==> src/rtl/usvg_pkg.sv <==
// shared constants, types and tables of the uv sphere vertex generator
`timescale 1ns / 1ps

package usvg_pkg;

    localparam int MAX_GRID  = 256;
    localparam int CNT_W     = 9;
    localparam int RAD_W     = 16;
    localparam int POS_W     = 17;
    localparam int NRM_W     = 16;
    localparam int TEX_W     = 17;
    localparam int VN_W      = 17;
    localparam int CFG_IDX_W = 2;

    // divider: 25-bit numerator, 17 quotient bits, one bit per stage
    localparam int DIV_N_W   = 25;
    localparam int DIV_Q_W   = 17;
    localparam int DIV_LAT   = DIV_Q_W;

    // sine/cosine unit
    localparam int SIN_STEPS = 5;
    localparam int COS_STEPS = 6;
    localparam int SC_LAT    = 2 + 3 * COS_STEPS + 2;

    // input register, divider, sincos, four product and rounding stages
    localparam int PIPE_LAT  = 1 + DIV_LAT + SC_LAT + 4;

    localparam logic [31:0] PI_Q30  = 32'd3373259426;
    localparam logic [30:0] ONE_Q30 = 31'h4000_0000;

    // taylor denominators and floor(2^32 / k) reciprocals
    localparam logic [7:0] SIN_DEN [SIN_STEPS] = '{8'd110, 8'd72, 8'd42, 8'd20, 8'd6};
    localparam logic [7:0] COS_DEN [COS_STEPS] = '{8'd132, 8'd90, 8'd56, 8'd30, 8'd12, 8'd2};
    localparam logic [31:0] SIN_RCP [SIN_STEPS] = '{
        32'd39045157, 32'd59652323, 32'd102261126, 32'd214748364, 32'd715827882
    };
    localparam logic [31:0] COS_RCP [COS_STEPS] = '{
        32'd32537631, 32'd47721858, 32'd76695844, 32'd143165576, 32'd357913941,
        32'd2147483648
    };

    typedef enum logic [CFG_IDX_W-1:0] {
        REG_RADIUS = 2'd0,
        REG_RINGS  = 2'd1,
        REG_SLICES = 2'd2
    } cfg_reg_e;

    typedef logic [1:0] quad_t;

    typedef struct packed {
        logic [VN_W-1:0] vertex_number;
        logic [VN_W-1:0] next_row_number;
        logic            opens_quad;
    } index_t;

    typedef struct packed {
        index_t           idx;
        logic [TEX_W-1:0] tex_u;
        logic [TEX_W-1:0] tex_v;
    } side_t;

    typedef struct packed {
        logic signed [POS_W-1:0] pos_x;
        logic signed [POS_W-1:0] pos_y;
        logic signed [POS_W-1:0] pos_z;
        logic signed [NRM_W-1:0] normal_x;
        logic signed [NRM_W-1:0] normal_y;
        logic signed [NRM_W-1:0] normal_z;
        side_t                   side;
    } vertex_t;

endpackage

==> src/rtl/usvg_div.sv <==
// pipelined restoring divider, one quotient bit per stage
`timescale 1ns / 1ps

module usvg_div import usvg_pkg::*;
(
    input  logic               clk,
    input  logic               en,
    input  logic [DIV_N_W-1:0] num,
    input  logic [CNT_W-1:0]   den,
    output logic [DIV_Q_W-1:0] quo
);

    logic [CNT_W-1:0]   rem_reg [DIV_LAT-1];
    logic [DIV_Q_W-1:0] low_reg [DIV_LAT-1];
    logic [DIV_Q_W-1:0] q_reg   [DIV_LAT];

    for (genvar k = 0; k < DIV_LAT; k++)
    begin : g_bit
        logic [CNT_W-1:0]   rem_in;
        logic [DIV_Q_W-1:0] low_in;
        logic [DIV_Q_W-1:0] q_in;
        logic [CNT_W:0]     trial;
        logic               ge;
        logic [CNT_W-1:0]   rem_next;
        logic [DIV_Q_W-1:0] q_next;

        if (k == 0)
        begin : g_first
            // numerator top bits are always below the divisor
            assign rem_in = {1'b0, num[DIV_N_W-1:DIV_Q_W]};
            assign low_in = num[DIV_Q_W-1:0];
            assign q_in   = '0;
        end
        else
        begin : g_rest
            assign rem_in = rem_reg[k-1];
            assign low_in = low_reg[k-1];
            assign q_in   = q_reg[k-1];
        end

        always_comb
        begin
            trial    = {rem_in, low_in[DIV_Q_W-1-k]};
            ge       = (trial >= {1'b0, den});
            rem_next = ge ? CNT_W'(trial - {1'b0, den}) : trial[CNT_W-1:0];
            q_next   = q_in;
            q_next[DIV_Q_W-1-k] = ge;
        end

        always_ff @(posedge clk)
        begin
            if (en)
            begin
                q_reg[k] <= q_next;
            end
        end

        if (k < DIV_LAT - 1)
        begin : g_carry
            always_ff @(posedge clk)
            begin
                if (en)
                begin
                    rem_reg[k] <= rem_next;
                    low_reg[k] <= low_in;
                end
            end
        end
    end

    assign quo = q_reg[DIV_LAT-1];

endmodule

==> config.mk <==
export PLATFORM = sky130hd
export DESIGN_NAME = usvg_div
export DESIGN_NICKNAME = d
export VERILOG_FILES = /design/src/rtl/usvg_pkg.sv /design/src/rtl/usvg_div.sv
export SDC_FILE = /design/constraint.sdc
export NUM_CORES = 1
export LEC_CHECK = 0
export BUFFER_PORTS_ARGS = -buffer_cell sky130_fd_sc_hd__buf_2
export CORE_ASPECT_RATIO = 1.4
export CORE_MARGIN = 2
export CORE_UTILIZATION = 60
export DETAILED_ROUTE_END_ITERATION = 8
export PLACE_DENSITY = 0.77
export SLEW_MARGIN = 20
export SYNTH_ARGS = -nofsm -noshare
export SYNTH_HDL_FRONTEND = slang
export SYNTH_SLANG_ARGS = --single-unit
==> constraint.sdc <==
create_clock -name clk -period 4.6 [get_ports clk]
set_input_delay 0.46 -clock clk [delete_from_list [all_inputs] [get_ports clk]]
set_output_delay 0.46 -clock clk [all_outputs]
set_load 0.01 [all_outputs]
==> results.txt, run 1 <==
The leakage component of the power is 8.86 nW. The overall global routing resource usage came out at 21.3%. The antenna cell count came out at 0.

The worst max-slew margin expressed relative to the limit came out at 32.4%. The proportion of register bits with asynchronous set or reset after synthesis came out at 0%. The part of the cycle the worst path needs is between 60 and 70%. In this run the number of cells on the critical path is 9. In this run the post-CTS setup repair buffer count came out at 0.

The area growth from synthesis to layout is 11.9%. The first-pass GRT wire length came out at 61200 um. The final-layout fill cell count came out at 2452. Once detail routing completed, the nets flagged for antenna violations numbered 0. The horizontal die dimension came out at 162 um. Walking the worst path, the cells encountered are inv_1 > ha_1 > inv_1 > fa_1 > a21oi_2 > o22ai_1 > o31a_1 > a2111oi_4 > mux2_2. The total power after layout is 14.8 mW. The final RePlAce weighted congestion came out at 0.900.

The port buffer count came out at 52. Tracing the worst setup path back leads to its startpoint at low_reg[11][4]. The critical path startpoint category is a flop. The H-tree generated during clock tree synthesis spans 2 levels.

After routing, the total negative slack on setup checks comes to 0 ns. Yosys mapped a number of flops with a built-in enable equal to 433. Of the total power, the clock network draws 24.2%.

The run finished with clean final reports. In the global route stage, met3 resource usage came out at 3.05%. During synthesis, Yosys emitted a total of 0 warnings.

The initial antenna violation count is 0. In this run the power density over the cells is 630 nW/um2. The fraction of power spent switching nets is 30.8%. The cell taking the most area after synthesis is edfxtp_1. In this design, the largest share of critical-path delay is due to compound AO/OA/AOI/OAI gates. The floorplan has 81 rows. The total die area is roughly 36000 um2. The total count of max-transition violations in the final report came out at 0. Leaving out fill and tap cells, the most frequent cell in the layout is edfxtp_1.

The global-route congestion overflow total is 0. The number of cells traversed by the worst hold path came out at 1. The worst slack on hold paths is 0.0820 ns. The most used flip-flop cell after synthesis is edfxtp_1. The maximum number of buffers from clock root to sink came out at 3.

Setup repair after global routing left no endpoint under its margin. The clock insertion delay at the later pin of the skew report came out at 0.55 ns. Counting every net in the synthesized netlist gives 1638. The number of buffers and inverters on the critical path is 2. In the post-route analysis, the smallest setup slack over all paths is around 1.4 ns. The post-synth design cell area came out at 21000 um2. After detailed routing, the number of vias per cell comes to around 6.

Global routing used ~25% of the available met1 tracks. The top cell types in the final layout, fill and taps aside, are edfxtp_1 (433), ha_1 (153), mux2_2 (106). The number of hold violations in the final report came out at 0. The number of CTS-inserted buffers came out at 42.

The gate count after technology mapping is 1433. The clock transition at the registers of the reported paths is 0.06 ns. The routed length per instance came out at around 19 um. The cell count of the worst reg-to-reg path is 9.

The number of vias in the routed layout is about 12k. The synthesized area per cell came out at 14.6 um2. The number of setup violations in the final report is 0. The count of clock tree sinks is 433. The final critical-path required period came out at 3.18 ns. TritonCTS built the clock tree. The sum of routed wire length over all layers is around 38000 um. The portion of total power attributed to combinational logic came out at 35.3%. The number of nets in the final layout is 1750. The worst IR drop on VDD came out at 0.400 mV. The hold buffer count at CTS came out at 0.

The worst path arrival time is between 3 and 4 ns. By area the synthesized netlist is led by edfxtp_1 (62%), ha_1 (9.1%), mux2_2 (5.7%), xnor2_1 (2.3%), a21oi_1 (2.2%). The top cell type by area accounts for 62.0% of the synthesized area. The synthesized netlist contains 58 unique library cells. Counting stages on the worst path, the most repeated cell is inv_1. The largest net degree at the start of global routing is 128.

The flop and latch count out of synthesis is between 400 and 500. The part of the power in registers is 40.5%. The starting density of the core came out at 60.5%.

The maximum fanout encountered on the critical timing path is 10. The via count of the first global-routing pass is 12.3k. The tree is rooted in a clkbuf_16. For this run, design rule violations remaining after detail routing come to 0. After global routing, the most crowded layer is met2. The number of flip-flops under the largest register name came out at around 150. The share of final-layout standard cells stronger than drive strength 1 came out at 17.3%.

The startpoint identified for the worst register-to-register timing path is low_reg[11][4]. The net switching component of the power came out at approximately 4.6 mW. Among all stages on the critical path, the largest delay is contributed by a2111oi_4. Sequential elements use 62.0% of the synthesized area. The die height came out at between 200 and 250 um. The design internal power came out at 10.2 mW. Data on the critical path is required at its endpoint by between 4 and 5 ns. For this run, global-route usage on met2 was measured as between 30% and 40%. On the final layout, the worst clock skew is between 0.015 and 0.02 ns. The iteration-0 DRC count of the detailed router came out at 630. After clock tree synthesis, the repair step resized 0 gates. In this run the worst hold path is classified as input pin to flop. The class of the most critical setup path is flop to flop.

The detailed-router iteration count before antenna repair is 5. The startpoint identified for the worst hold timing path is num[4]. For this design the top-level I/O count stands at 53.

The detailed placement HPWL came out at 25700 um. At the placement stage, the worst setup path has a slack of between 1 and 1.5 ns. The worst setup path is captured at a flop.

The stage delay of the slowest cell on the critical path is approximately 0.7 ns. The placeable core region came out at 34700 um2. Max-cap violations in this run came to 0. The slew at the pin closest to its max-slew limit is 1.01 ns. The achievable clock frequency came out at 314 MHz.
==> power by group through the flow <==
stage / Clock [mW] / Combinational, mW / Sequential (mW)
2_1_floorplan: 0 / 4.10 / 5.88
3_3_place_gp: 0 / 4.93 / 6.06
3_5_place_dp: 0 / 5.13 / 6.07
4_1_cts: 3.68 / 5.19 / 6.00
5_1_grt: 3.81 / 5.79 / 6.07
6_report: 3.58 / 5.23 / 5.99
==> layout make-up <==
class / count / area [um2] / area share (%)
timing repair buffer: 73 / 490 / 2.09
inverter: 71 / 267 / 1.14
tap: 456 / 571 / 2.43
multi-input combinational: 924 / 7700 / 32.8
clock buffer: 45 / 1060 / 4.53
sequential: 433 / 13000 / 55.4
clock inverter: 30 / 383 / 1.63
==> metrics by stage <==
stage,utilization (%),instances,cell area [um2]
after floorplan,-,1433,21000
after global placement,63.5,1957,22000
after detailed placement,63.5,1957,22000
after CTS,67.7,2032,23500
after global routing,67.7,2032,23500
final,67.7,2032,23500
==> cell families (layout without fill, tap and decap cells) <==
group,Yosys count,count (layout),share of synthesized area (%)
AO/OA/AOI/OAI,324,324,10.5
XOR/XNOR,73,73,3.05
adder cells (fa/ha/maj),169,169,10.7
buffers and inverters,76,219,1.36
flip-flops,433,433,62.0
multiplexers,127,127,6.69
AND/OR/NAND/NOR,231,231,5.72
==> path summary, 6_finish.rpt <==
kind / endpoint / slack, ns
setup / recovery: rem_reg[1][42] / 1.42
hold / removal: low_reg[0][4] / 0.08
setup reg to reg: rem_reg[1][42] / 1.42
hold reg to reg: low_reg[14][0] / 0.41
==> metal layers <==
metal	part of all wire, %	up-vias	routed length, um
li1	-	5839	-
met1	40	5904	15200
met2	52	307	19800
met3	3.8	122	1470
met4	4.6	0	1760
met5	0	-	0
==> synthesized netlist by cell type (14+ instances only) <==
| master | number |
|---|---|
| nand2b_1 | 25 |
| fa_1 | 16 |
| nand3_1 | 20 |
| a21o_1 | 36 |
| mux2_2 | 106 |
| nor2b_1 | 20 |
| edfxtp_1 | 433 |
| inv_1 | 71 |
| mux2i_1 | 21 |
| nand2_1 | 30 |
| a211oi_1 | 21 |
| xnor2_1 | 56 |
| o21a_1 | 18 |
| nor2_1 | 65 |
| a21boi_0 | 14 |
| a21oi_1 | 92 |
| ha_1 | 153 |
| o21ai_0 | 47 |
| nand4_1 | 28 |
| xor2_1 | 17 |
No activity file was read; power rests on OpenSTA's default activity.
==> run 2, diff against run 1 <==
CORE_UTILIZATION = 57   (was 60)
clock period = 2.85 ns   (was 4.6 ns; I/O delays follow)
==> results.txt, run 2 (synthesized netlist as in run 1, its figures left out) <==
The maximum fanout encountered on the critical timing path came out at 10 (unchanged). The placeable core region is 36500 um2 (+5.2%). The clock transition at the registers of the reported paths came out at 0.06 ns (about the same).

The starting density of the core is 57.5% (-3.0 points). The critical path in this run is classified as flop to flop. The clock insertion delay at the later pin of the skew report is 0.56 ns (about the same). The number of nets in the final layout is 1818 (+3.9%). The detailed placement HPWL was 25900 um (+0.92%).

The number of hold violations in the final report came out at 0 (unchanged). TritonCTS built the clock tree. The number of vias per cell after detailed routing is 5.78 (-3.5%). The total die area came out at 38400 um2 (+5.2%). The area of all placed cells without fillers came to 24100 um2 (+2.8%).

The die height is 231 um (+2.6%). The final RePlAce weighted congestion is 0.881 (-2.1%). The endpoint required time on the critical path came out at 3.15 ns (-1.74 ns).

Setup repair after global routing left no endpoint under its margin. The part of the cycle the worst path needs came out at 93.5% (+24 points). The horizontal die dimension is 166 um (+2.5%). The iteration-0 DRC count of the detailed router came to 661 (+4.9%). The number of vias in the routed layout came out at 12.2k (+0.36%). The number of flip-flops under the largest register name is 153 (unchanged). The total power density per cell area came out at 1010 nW/um2 (+59%). The initial antenna violation count came out at 0 (unchanged). The top cell types in the final layout, fill and taps aside, are edfxtp_1 (433), ha_1 (153), mux2_2 (106). The antenna cell count came out at 0 (unchanged). The cell area reported after detailed placement is 22600 um2 (+2.4%). The final-layout fill cell count is 2569 (+4.8%). The maximum number of buffers from clock root to sink is 3 (unchanged). The total count of max-transition violations in the final report came to 0 (unchanged). The number of maximum-capacitance violations is 0 (unchanged).

The count of clock tree sinks came to 433 (unchanged). The kind of capture point of the worst setup path is a flop. The post-route DRC violation count is 0 (unchanged).

The first-pass GRT wire length was 62300 um (+1.7%). The routed length per instance is 18.2 um (-3.3%). The sum of routed wire length over all layers came out at 38400 um (+0.56%). The maximum clock skew at final layout came out at 0.0173 ns (-0.00164 ns).

The area growth from synthesis to final layout is 15.0%. The worst max-slew margin expressed relative to the limit was 45.7% (+13 points). The post-CTS setup buffer count came out at 0 (unchanged).

The leakage component of the power came to 9.19 nW (+3.8%). The port buffer count came out at 52 (unchanged). The I/O pin total was 53 (unchanged). The detailed-router iteration count before antenna repair is 5 (unchanged). The number of setup violations in the final report came to 0 (unchanged). Leaving out fill and tap cells, the most frequent cell in the layout is edfxtp_1.

The H-tree level count is 2 (unchanged). The row count came out at 83 (+2.5%). The number of CTS-inserted buffers came out at 42 (unchanged). The share of final-layout standard cells stronger than drive strength 1 is 19.6% (+2.3 points). The worst slack on hold paths is 0.0745 ns (-0.00743 ns). The final core utilization is 66.2% (-1.5 points). The worst IR drop on VDD is 0.660 mV (+65%). The global-route congestion overflow total came out at 0 (unchanged). The count of nets left with antenna violations after detail routing came out at 0 (unchanged).

The run finished with clean final reports. The slew at the pin closest to its max-slew limit is 0.809 ns (-0.205 ns). The path class of the lowest-slack min-delay path is input pin to flop.

The tree is rooted in a clkbuf_16. The achievable clock frequency came out at 375 MHz (+19%). The overall global routing resource usage came out at 20.3% (-0.95 points). The via count of the first global-routing pass came out at 12.6k (+1.9%). The worst path arrival time is 2.97 ns (-0.50 ns). The largest net degree at the start of global routing was 81 (-37%). STA classifies the critical path startpoint as a flop.

The final critical-path required period is 2.67 ns (-0.519 ns).
-- run 2: cell count changes in the layout (fill, tap and decap cells not counted), sizes merged --
cell / before / now
buf: 73 / 125
dlygate4sd3: 0 / 16
clkbuf: 45 / 48
bufinv: 8 / 6
clkinvlp: 4 / 5
-- run 2: power breakdown --
part,switching (mW),internal (mW),leakage [nW]
Sequential,0.684,8.99,4.22
Combinational,4.40,4.53,4.29
Clock,2.35,3.32,0.683
-- run 2: worst paths after layout --
kind / from / end / slack [ns] / cells after the start
worst max-delay path: low_reg[11][4] / rem_reg[1][38] / 0.18 / 10
worst min-delay path: num[22] / rem_reg[0][6] / 0.07 / 2
worst max register to register: low_reg[11][4] / rem_reg[1][38] / 0.18 / 10
worst min register to register: q_reg[0][33] / q_reg[0][50] / 0.41 / 0
-- run 2: worst max-delay path: stages (launching register included) --
cell	delay, ns
edfxtp_1	0.37
inv_1	0.08
ha_1	0.16
inv_1	0.07
fa_2	0.41
a21oi_2	0.15
o22ai_1	0.12
o31a_1	0.29
a2111oi_4	0.19
buf_4	0.23
mux2_2	0.35
-- run 2: stage by stage --
step / cells / setup TNS (ns) / setup WS (ns) / power (mW)
after CTS: 2113 / 0 / 0.172 / 24.4
after global routing: 2113 / 0 / 0.0223 / 25.8
final: 2113 / 0 / 0.185 / 24.3
after global placement: 2020 / -0.482 / -0.105 / 18.3
after floorplan: 1433 / -2.73 / -0.222 / 16.1
after detailed placement: 2020 / -1.08 / -0.0858 / 18.6
-- run 2: repair_timing --
item,in CTS,in global routing
hold buffers,16,0
endpoints found under the setup margin,0,4
resized for setup,0,1
hold endpoints to repair,16,0
-- run 2: final cells by class --
type                    count  area, um2  share of cell area, %
clock buffers              48       1090                   4.54
well taps                 467        584                   2.42
multi-input cells         924       7700                   31.9
repair buffers            141       1170                   4.83
clock inverters            29        309                   1.28
inverters                  71        270                   1.12
flip-flops and latches    433      13000                   53.9
-- run 2: routing by layer --
metal	vias to the layer above	wire, um	GRT usage [%]
met4	0	1560	8.99
met2	237	20000	37.1
li1	5966	-	-
met1	5910	15400	23.7
met3	103	1580	3.15
met5	-	0	0
